## src/sv/mcbpg_pkg.sv

```systemverilog
// ----------------------------------------------------------------------------
// mcbpg_pkg: shared types and codes of the beep pattern generator
// Command, mode and event codes, and the token that walks the cell chain.
// ----------------------------------------------------------------------------
package mcbpg_pkg;

  // Largest number of channels that the command and result fields can address.
  localparam int MAX_CELLS = 8;

  localparam logic [1:0] OP_SOLID = 2'd0;
  localparam logic [1:0] OP_BEEP  = 2'd1;
  localparam logic [1:0] OP_TICK  = 2'd2;
  localparam logic [1:0] OP_QUERY = 2'd3;

  localparam logic [1:0] MODE_OFF     = 2'd0;
  localparam logic [1:0] MODE_ON      = 2'd1;
  localparam logic [1:0] MODE_BEEP    = 2'd2;
  localparam logic [1:0] MODE_ONESHOT = 2'd3;

  localparam logic [2:0] EV_NONE = 3'd0;
  localparam logic [2:0] EV_ON   = 3'd1;
  localparam logic [2:0] EV_OFF  = 3'd2;
  localparam logic [2:0] EV_BEEP = 3'd3;
  localparam logic [2:0] EV_DONE = 3'd4;

  localparam logic CFG_CHANNEL_COUNT = 1'b0;
  localparam logic CFG_POLARITY_MASK = 1'b1;

  // One command plus the result fields that fill in as it passes the cells.
  typedef struct packed {
    logic [1:0]  op;
    logic [2:0]  ch;
    logic        turn_on;
    logic [15:0] on_time;
    logic [15:0] off_time;
    logic [7:0]  pulse_count;
    logic [31:0] t;
    logic        reg_ok;
    logic        acc;
    logic [2:0]  ev;
    logic [2:0]  ev_ch;
    logic [7:0]  done;
    logic [1:0]  mode;
    logic [7:0]  pins;
  } tok_t;

endpackage

```

## src/sv/mcbpg_if.sv

```systemverilog
// ----------------------------------------------------------------------------
// mcbpg_if: command and result channels of the beep pattern generator
// Valid/ready channels; a transfer happens when both are high at a clock edge.
// ----------------------------------------------------------------------------
interface mcbpg_in_if;
  logic        valid;
  logic        ready;
  logic [1:0]  op;
  logic [2:0]  channel;
  logic        turn_on;
  logic [15:0] on_time;
  logic [15:0] off_time;
  logic [7:0]  pulse_count;

  modport source (output valid, op, channel, turn_on, on_time, off_time, pulse_count,
                  input ready);
  modport sink (input valid, op, channel, turn_on, on_time, off_time, pulse_count,
                output ready);
endinterface

interface mcbpg_out_if;
  logic        valid;
  logic        ready;
  logic [7:0]  pin_levels;
  logic [2:0]  event_kind;
  logic [2:0]  event_channel;
  logic [7:0]  done_mask;
  logic [1:0]  channel_mode;
  logic [31:0] timestamp;
  logic        accepted;

  modport source (output valid, pin_levels, event_kind, event_channel, done_mask,
                  channel_mode, timestamp, accepted, input ready);
  modport sink (input valid, pin_levels, event_kind, event_channel, done_mask,
                channel_mode, timestamp, accepted, output ready);
endinterface

```

## src/sv/multi_channel_beep_pattern_generator.sv

```systemverilog
// ----------------------------------------------------------------------------
// multi_channel_beep_pattern_generator: buzzer beep pattern generator
// Row of channel cells swept by each command, with a time counter and a
// registered result stage.
// ----------------------------------------------------------------------------
// Usage: commands arrive on in_ch (set solid, set beep, tick, query) and each
// one gives exactly one result on out_ch carrying the pin levels after the
// polarity mask, the event, the done mask of a tick, the addressed channel's
// mode, the time counter and the accepted flag.
// A command enters the first cell and moves one cell per cycle, unless the row
// is stalled, down a row of min(CHANNELS, 8) cells, each of which holds one
// channel and applies the command to it. A new command is taken only once the
// previous one has left the last cell, so the row holds one command at most.
// The result register lets the next command enter while a result waits; if
// the receiver stalls, the command at the end of the row holds there until
// the result register frees up. Reset (synchronous, active low) turns all
// channels off, clears the time counter, sets channel_count to 0 and
// polarity_mask to all ones. Configuration is written through cfg_we /
// cfg_index / cfg_wdata; the user must do so only while idle, as the block
// itself does not enforce this.
// ----------------------------------------------------------------------------
module multi_channel_beep_pattern_generator #(
  parameter int CHANNELS = 8
) (
  input  logic          clk,
  input  logic          rst_n,
  mcbpg_in_if.sink      in_ch,
  mcbpg_out_if.source   out_ch,
  input  logic          cfg_we,
  input  logic          cfg_index,
  input  logic [7:0]    cfg_wdata
);
  import mcbpg_pkg::*;

  localparam int NCELL = (CHANNELS > MAX_CELLS) ? MAX_CELLS : CHANNELS;

  logic [3:0]  chan_count_r;
  logic [7:0]  pol_r;
  logic [31:0] time_r, time_nxt;
  logic [3:0]  n_active;

  tok_t           tok_c [NCELL+1];
  logic [NCELL:0] vld_c;
  tok_t           entry;
  logic           in_fire;
  logic           adv;
  logic           entry_reg;

  tok_t out_tok_r;
  logic out_valid_r;

  assign n_active = (chan_count_r > 4'(NCELL)) ? 4'(NCELL) : chan_count_r;
  assign in_fire  = in_ch.valid && in_ch.ready;
  // The row moves unless a finished command sits at its end and the result
  // register is still full.
  assign adv         = !(vld_c[NCELL] && out_valid_r && !out_ch.ready);
  assign in_ch.ready = ~|vld_c[NCELL:1];
  assign time_nxt    = (in_ch.op == OP_TICK) ? time_r + 32'd1 : time_r;
  assign entry_reg   = {1'b0, in_ch.channel} < n_active;

  always_comb begin
    entry              = '0;
    entry.op           = in_ch.op;
    entry.ch           = in_ch.channel;
    entry.turn_on      = in_ch.turn_on;
    entry.on_time      = in_ch.on_time;
    entry.off_time     = in_ch.off_time;
    entry.pulse_count  = in_ch.pulse_count;
    entry.t            = time_nxt;
    entry.reg_ok       = entry_reg;
    entry.acc          = entry_reg;
    entry.ev           = EV_NONE;
    entry.ev_ch        = in_ch.channel;
    unique case (in_ch.op)
      OP_SOLID: begin
        if (entry_reg) begin
          entry.ev = in_ch.turn_on ? EV_ON : EV_OFF;
        end
      end
      OP_BEEP: begin
        if (entry_reg) begin
          entry.ev = EV_BEEP;
        end
      end
      OP_TICK: begin
        entry.acc   = 1'b1;
        entry.ev_ch = 3'd0;
      end
      default: begin
      end
    endcase
  end

  assign tok_c[0] = entry;
  assign vld_c[0] = in_fire;

  for (genvar i = 0; i < NCELL; i++) begin : g_cell
    mcbpg_cell #(.IDX(i)) u_cell (
      .clk      (clk),
      .rst_n    (rst_n),
      .adv      (adv),
      .vld_in   (vld_c[i]),
      .tok_in   (tok_c[i]),
      .n_active (n_active),
      .pol_bit  (pol_r[i]),
      .vld_out  (vld_c[i+1]),
      .tok_out  (tok_c[i+1])
    );
  end

  always_ff @(posedge clk) begin
    if (!rst_n) begin
      chan_count_r <= 4'd0;
      pol_r        <= 8'hFF;
      time_r       <= 32'd0;
      out_valid_r  <= 1'b0;
    end else begin
      if (cfg_we) begin
        unique case (cfg_index)
          CFG_CHANNEL_COUNT: chan_count_r <= cfg_wdata[3:0];
          CFG_POLARITY_MASK: pol_r        <= cfg_wdata;
          default: begin
          end
        endcase
      end
      if (in_fire) begin
        time_r <= time_nxt;
      end
      if (adv && vld_c[NCELL]) begin
        out_valid_r <= 1'b1;
      end else if (out_ch.ready) begin
        out_valid_r <= 1'b0;
      end
    end
  end

  always_ff @(posedge clk) begin
    if (adv && vld_c[NCELL]) begin
      out_tok_r <= tok_c[NCELL];
    end
  end

  assign out_ch.valid         = out_valid_r;
  assign out_ch.pin_levels    = out_tok_r.pins;
  assign out_ch.event_kind    = out_tok_r.ev;
  assign out_ch.event_channel = out_tok_r.ev_ch;
  assign out_ch.done_mask     = out_tok_r.done;
  assign out_ch.channel_mode  = out_tok_r.mode;
  assign out_ch.timestamp     = out_tok_r.t;
  assign out_ch.accepted      = out_tok_r.acc;

  // Only one command is ever in the cell row.
  a_one_in_row: assert property (@(posedge clk) disable iff (!rst_n)
    $onehot0(vld_c[NCELL:1]))
    else $error("more than one command in the cell row");

  // An accepted command always lands in the first cell.
  a_enter_row: assert property (@(posedge clk) disable iff (!rst_n)
    in_fire |=> vld_c[1])
    else $error("accepted command did not enter the cell row");

  // A tick advances the time counter by exactly one.
  a_tick_time: assert property (@(posedge clk) disable iff (!rst_n)
    (in_fire && in_ch.op == OP_TICK) |=> (time_r == $past(time_r) + 32'd1))
    else $error("tick did not advance the time counter");

  // A command leaving the last cell shows up as a valid result.
  a_row_to_out: assert property (@(posedge clk) disable iff (!rst_n)
    (adv && vld_c[NCELL]) |=> out_valid_r)
    else $error("finished command lost between cell row and result register");

endmodule

```

## src/sv/mcbpg_cell.sv

```systemverilog
// ----------------------------------------------------------------------------
// mcbpg_cell: one buzzer channel
// Holds the channel's mode and phase timing, applies the passing command to
// it and adds its own contribution to the token handed to the next cell.
// ----------------------------------------------------------------------------
module mcbpg_cell #(
  parameter int IDX = 0
) (
  input  logic             clk,
  input  logic             rst_n,
  input  logic             adv,
  input  logic             vld_in,
  input  mcbpg_pkg::tok_t  tok_in,
  input  logic [3:0]       n_active,
  input  logic             pol_bit,
  output logic             vld_out,
  output mcbpg_pkg::tok_t  tok_out
);
  import mcbpg_pkg::*;

  localparam logic [2:0] ME = 3'(IDX);

  logic [1:0]  mode_r, mode_nxt;
  logic        drive_r, drive_nxt;
  logic        ph_on_r, ph_on_nxt;
  logic [15:0] on_len_r, on_len_nxt;
  logic [15:0] off_len_r, off_len_nxt;
  logic [7:0]  reps_r, reps_nxt;
  logic [31:0] pend_r, pend_nxt;
  logic        vld_r;
  tok_t        tok_r, tok_nxt;

  logic swept;
  logic hit;

  always_comb begin
    mode_nxt    = mode_r;
    drive_nxt   = drive_r;
    ph_on_nxt   = ph_on_r;
    on_len_nxt  = on_len_r;
    off_len_nxt = off_len_r;
    reps_nxt    = reps_r;
    pend_nxt    = pend_r;
    tok_nxt     = tok_in;
    swept       = 4'(IDX) < n_active;
    hit         = tok_in.reg_ok && (tok_in.ch == ME);

    unique case (tok_in.op)
      OP_SOLID: begin
        if (hit) begin
          mode_nxt  = tok_in.turn_on ? MODE_ON : MODE_OFF;
          drive_nxt = tok_in.turn_on;
        end
      end
      OP_BEEP: begin
        if (hit) begin
          mode_nxt    = (tok_in.pulse_count == 8'd0) ? MODE_BEEP : MODE_ONESHOT;
          on_len_nxt  = tok_in.on_time;
          off_len_nxt = tok_in.off_time;
          reps_nxt    = tok_in.pulse_count;
          ph_on_nxt   = 1'b1;
          pend_nxt    = tok_in.t + {16'd0, tok_in.on_time};
          drive_nxt   = 1'b1;
        end
      end
      OP_TICK: begin
        if (swept && (mode_r == MODE_BEEP || mode_r == MODE_ONESHOT) &&
            !(tok_in.t < pend_r)) begin
          ph_on_nxt = ~ph_on_r;
          drive_nxt = ~ph_on_r;
          pend_nxt  = tok_in.t + {16'd0, (ph_on_r ? off_len_r : on_len_r)};
          // Leaving an on-phase of a one-shot uses up one repeat.
          if (ph_on_r && mode_r == MODE_ONESHOT) begin
            if (reps_r != 8'd0) begin
              reps_nxt = reps_r - 8'd1;
            end
            if (reps_r <= 8'd1) begin
              mode_nxt     = MODE_OFF;
              drive_nxt    = 1'b0;
              tok_nxt.done[IDX] = 1'b1;
              if (tok_in.done == 8'd0) begin
                tok_nxt.ev    = EV_DONE;
                tok_nxt.ev_ch = ME;
              end
            end
          end
        end
      end
      default: begin
      end
    endcase

    if (hit) begin
      tok_nxt.mode = mode_nxt;
    end
    tok_nxt.pins[IDX] = ~(drive_nxt ^ pol_bit);
  end

  always_ff @(posedge clk) begin
    if (!rst_n) begin
      mode_r  <= MODE_OFF;
      drive_r <= 1'b0;
      vld_r   <= 1'b0;
    end else if (adv) begin
      vld_r <= vld_in;
      if (vld_in) begin
        mode_r  <= mode_nxt;
        drive_r <= drive_nxt;
      end
    end
  end

  always_ff @(posedge clk) begin
    if (adv) begin
      tok_r <= tok_nxt;
      if (vld_in) begin
        ph_on_r   <= ph_on_nxt;
        on_len_r  <= on_len_nxt;
        off_len_r <= off_len_nxt;
        reps_r    <= reps_nxt;
        pend_r    <= pend_nxt;
      end
    end
  end

  assign vld_out = vld_r;
  assign tok_out = tok_r;

endmodule
```

## src/flat_wrapper.sv

```systemverilog
// flat-port wrapper written by rule: the top's interface ports become plain ports
module multi_channel_beep_pattern_generator_flat import mcbpg_pkg::*;
#(
  parameter int CHANNELS = 8
)
  (clk, rst_n, cfg_we, cfg_index, cfg_wdata, in_ch_valid, in_ch_op, in_ch_channel, in_ch_turn_on, in_ch_on_time, in_ch_off_time, in_ch_pulse_count, in_ch_ready, out_ch_valid, out_ch_pin_levels, out_ch_event_kind, out_ch_event_channel, out_ch_done_mask, out_ch_channel_mode, out_ch_timestamp, out_ch_accepted, out_ch_ready);
  mcbpg_in_if in_ch_i ();
  mcbpg_out_if out_ch_i ();
  input  logic clk;
  input  logic rst_n;
  input  logic cfg_we;
  input  logic cfg_index;
  input  logic [7:0] cfg_wdata;
  input wire logic [$bits(in_ch_i.valid)-1:0] in_ch_valid;
  input wire logic [$bits(in_ch_i.op)-1:0] in_ch_op;
  input wire logic [$bits(in_ch_i.channel)-1:0] in_ch_channel;
  input wire logic [$bits(in_ch_i.turn_on)-1:0] in_ch_turn_on;
  input wire logic [$bits(in_ch_i.on_time)-1:0] in_ch_on_time;
  input wire logic [$bits(in_ch_i.off_time)-1:0] in_ch_off_time;
  input wire logic [$bits(in_ch_i.pulse_count)-1:0] in_ch_pulse_count;
  output wire logic [$bits(in_ch_i.ready)-1:0] in_ch_ready;
  output wire logic [$bits(out_ch_i.valid)-1:0] out_ch_valid;
  output wire logic [$bits(out_ch_i.pin_levels)-1:0] out_ch_pin_levels;
  output wire logic [$bits(out_ch_i.event_kind)-1:0] out_ch_event_kind;
  output wire logic [$bits(out_ch_i.event_channel)-1:0] out_ch_event_channel;
  output wire logic [$bits(out_ch_i.done_mask)-1:0] out_ch_done_mask;
  output wire logic [$bits(out_ch_i.channel_mode)-1:0] out_ch_channel_mode;
  output wire logic [$bits(out_ch_i.timestamp)-1:0] out_ch_timestamp;
  output wire logic [$bits(out_ch_i.accepted)-1:0] out_ch_accepted;
  input wire logic [$bits(out_ch_i.ready)-1:0] out_ch_ready;
  assign in_ch_i.valid = in_ch_valid;
  assign in_ch_i.op = in_ch_op;
  assign in_ch_i.channel = in_ch_channel;
  assign in_ch_i.turn_on = in_ch_turn_on;
  assign in_ch_i.on_time = in_ch_on_time;
  assign in_ch_i.off_time = in_ch_off_time;
  assign in_ch_i.pulse_count = in_ch_pulse_count;
  assign in_ch_ready = in_ch_i.ready;
  assign out_ch_valid = out_ch_i.valid;
  assign out_ch_pin_levels = out_ch_i.pin_levels;
  assign out_ch_event_kind = out_ch_i.event_kind;
  assign out_ch_event_channel = out_ch_i.event_channel;
  assign out_ch_done_mask = out_ch_i.done_mask;
  assign out_ch_channel_mode = out_ch_i.channel_mode;
  assign out_ch_timestamp = out_ch_i.timestamp;
  assign out_ch_accepted = out_ch_i.accepted;
  assign out_ch_i.ready = out_ch_ready;
  multi_channel_beep_pattern_generator #(.CHANNELS(CHANNELS)) u_core (.clk(clk), .rst_n(rst_n), .in_ch(in_ch_i), .out_ch(out_ch_i), .cfg_we(cfg_we), .cfg_index(cfg_index), .cfg_wdata(cfg_wdata));
endmodule
```

## config.mk

```make
export PLATFORM = sky130hd
export DESIGN_NAME = multi_channel_beep_pattern_generator_flat
export DESIGN_NICKNAME = d
export VERILOG_FILES = /design/src/sv/mcbpg_pkg.sv /design/src/sv/mcbpg_if.sv /design/src/sv/multi_channel_beep_pattern_generator.sv /design/src/sv/mcbpg_cell.sv /design/src/flat_wrapper.sv
export SDC_FILE = /design/constraint.sdc
export NUM_CORES = 2
export LEC_CHECK = 0
export ABC_AREA = 1
export BUFFER_PORTS_ARGS = -buffer_cell sky130_fd_sc_hd__clkbuf_2
export CELL_PAD_IN_SITES_DETAIL_PLACEMENT = 2
export CELL_PAD_IN_SITES_GLOBAL_PLACEMENT = 2
export CORE_UTILIZATION = 47
export DETAILED_ROUTE_END_ITERATION = 10
export PLACE_DENSITY = 0.81
export RECOVER_POWER = 100
export SYNTH_ARGS = -nofsm -noshare
export SYNTH_HDL_FRONTEND = slang
export SYNTH_HIERARCHICAL = 1
export SYNTH_SLANG_ARGS = --single-unit
```

## constraint.sdc

```tcl
create_clock -name clk -period 105.3 [get_ports clk]
set_input_delay 21.06 -clock clk [delete_from_list [all_inputs] [get_ports clk]]
set_output_delay 21.06 -clock clk [all_outputs]
set_load 0.03 [all_outputs]
```

==> flow_summary.toml <==
[critical_path]
reg2reg_slack_ns = 89.34
crit_type = "in2reg"
reg2reg_from = "u_core/out_ch.valid"
endpoint_kind = "register"
crit_fanout = 171
arrival_ns = 36.28
worstSetupStartpoint = "out_ch_ready"
start_kind = "input port"
required_ns = 105.69

[power_and_ir_drop]
p_seq_share_pct = 50.2
power_frac_comb_pct = 9.2
power_density_nw_per_um2 = 18.6
power.leakage_uw = 0.0314
clkPwrFrac_pct = 40.6
vdd_drop_max_uv = 13.1
power.switching_uw = 378
p_int_uw = 1030
p_sw_share_pct = 26.8

[clock_tree]
clock_latency_ns = 0.81
cts_buffers = 164
htree_levels = 4
postCtsHoldBufs = 0
cts_tree = "done"
clk_pin_slew_ns = 0.05
clock_sinks = 1475
cts.root.buffer_cell = "clkbuf_16"
clk_path_buf_depth = 3
cts_setup_buffers = 0
cts_resized = 0

[global_route]
grt_overflow_total = 0
grt_pass1_wl_um = 369000
grt_max_degree = 172
grt_pass1_vias = 56382
grt_antenna_before_repair = 6
track_usage_pct = 33.7

[sta]
post-route-min-period_ns = 35.89
worstMarginPinSlew_ns = 10.11
hold_violations = 0
rsz0062_at_grt = "no"
max_freq_mhz = 27.9
timing.final.crit_share_pct = 34.1
drv_slew = 1633
setup_tns_ns = 0
setup_violations = 0
fin_skew_ns = 0.0338
slew_headroom_pct = -574

[hold_path]
worstHoldStart = "u_core/g_cell[7].u_cell/tok_out[32]"
hold_class = "reg2reg"

[place]
dpl.hpwl_um = 160000
placedCellCount = 7998
place_congestion = 0.840
numPortBuffers = 118

[finish]
fin_cells = 8302
fill_cells = 14115
multi_input_area_um2 = 21300
area_growth_pct = 10.6
regArea_um2 = 43500
final_core_util_pct = 52.5
nets = 6724
drive_gt1_share_pct = 4.99

[floorplan]
die_w_um = 384
io_pins = 119
die_height_um = 384
core-area_um2 = 144000
rows = 139
dieArea_um2 = 147000
initial_core_util_pct = 47.5

[detailed_routing]
drtIter0Drc = 3363
ant_nets = 0
routedWlPerCell_um = 29.9
totalWireLength_um = 248000
dr.pass1.iters = 10
vias = 48989
vias_per_cell = 5.90
drc = 10

[run_status]
violations = "design-rule violations, max-capacitance violations, max-slew violations"
outcome = "complete, but fails checks"

[logic_synthesis]
syn-instance-count = 5980
syn_area_um2 = 68500
synth_warnings = 6
avgSynthCellArea_um2 = 11.5

[flow_run]
cap_viol_max_count = 33
state kept, by name (all words and copies together) (netlist names), 3 cells and up:
signal / cells
u_core/g_cell.u_cell/ph_on_r: 8
u_core/g_cell.u_cell/drive_r: 8
u_core/out_ch.timestamp: 32
u_core/pol_r: 8
u_core/g_cell.u_cell/mode_r: 16
u_core/out_ch.event_channel: 3
u_core/g_cell.u_cell/pend_r: 256
u_core/g_cell.u_cell/vld_out: 8
u_core/g_cell.u_cell/off_len_r: 128
u_core/g_cell.u_cell/reps_r: 64
u_core/out_ch.event_kind: 3
u_core/g_cell.u_cell/tok_out: 757
u_core/time_r: 32
u_core/out_ch.pin_levels: 8
u_core/g_cell.u_cell/on_len_r: 128
u_core/out_ch.done_mask: 8
u_core/chan_count_r: 4
critical path, stage by stage:
cell and delay, ns:
clkbuf_2 0.08, inv_1 0.06, nand3_1 1.45, clkbuf_1 2.42, clkbuf_1 7.27, o21ai_0 1.72
nor3_2 0.66, clkbuf_1 1.41
stage by stage:
step	total power [uW]	worst slack, ns	hold WS [ns]	area, um2
floorplan	781	59.05	0.400	68600
global placement	817	80.10	0.400	71800
detailed placement	839	79.98	0.406	71800
CTS	1420	80.77	0.419	76900
global route	1450	68.56	0.426	75800
finish	1410	69.41	0.417	75800
worst paths after layout:
check,endpoint,cells past startpoint
min reg2reg,u_core/out_ch.timestamp[6],0
max reg2reg,u_core/g_cell[7].u_cell/pend_r[2],6
min,u_core/out_ch.timestamp[6],0
max,u_core/g_cell[7].u_cell/pend_r[2],8
layout by cell type, fill, tap and decap left out, drive strengths merged, types with 55 or more instances in the layout:
| cell | n |
|---|---|
| a21oi | 340 |
| clkbuf | 401 |
| dfxtp | 77 |
| o21ai | 527 |
| nor4 | 69 |
| nand4 | 56 |
| clkinv | 55 |
| ha | 395 |
| xor2 | 179 |
| nor2 | 528 |
| nor3 | 82 |
| edfxtp | 1398 |
| xnor2 | 103 |
| inv | 759 |
| nand2 | 1096 |
| nand3 | 172 |
cell type report:
class / count / share of cell area [%]
flip-flops and latches: 1475 / 57.5
multi-input cells: 3695 / 28.1
clock buffers: 235 / 6.02
inverters: 753 / 3.73
well taps: 1903 / 3.14
repair buffers: 172 / 0.905
clock inverters: 68 / 0.694
diodes: 1 / 0.00330
metal layers:
layer  track usage [%]  wire (um)
met1              36.3      89900
met2              63.8     134000
met3              4.41      10200
met4              17.4      14000
met5                 0         38
power by group through the flow:
| stage | registers (uW) | logic (uW) | clock network (uW) |
|---|---|---|---|
| after floorplan | 701 | 80.8 | 0 |
| after detailed placement | 717 | 121 | 0 |
| after global placement | 711 | 105 | 0 |
| after CTS | 707 | 134 | 581 |
| after global routing | 710 | 139 | 599 |
| final | 708 | 131 | 573 |
(Power assumes the default switching activity.)
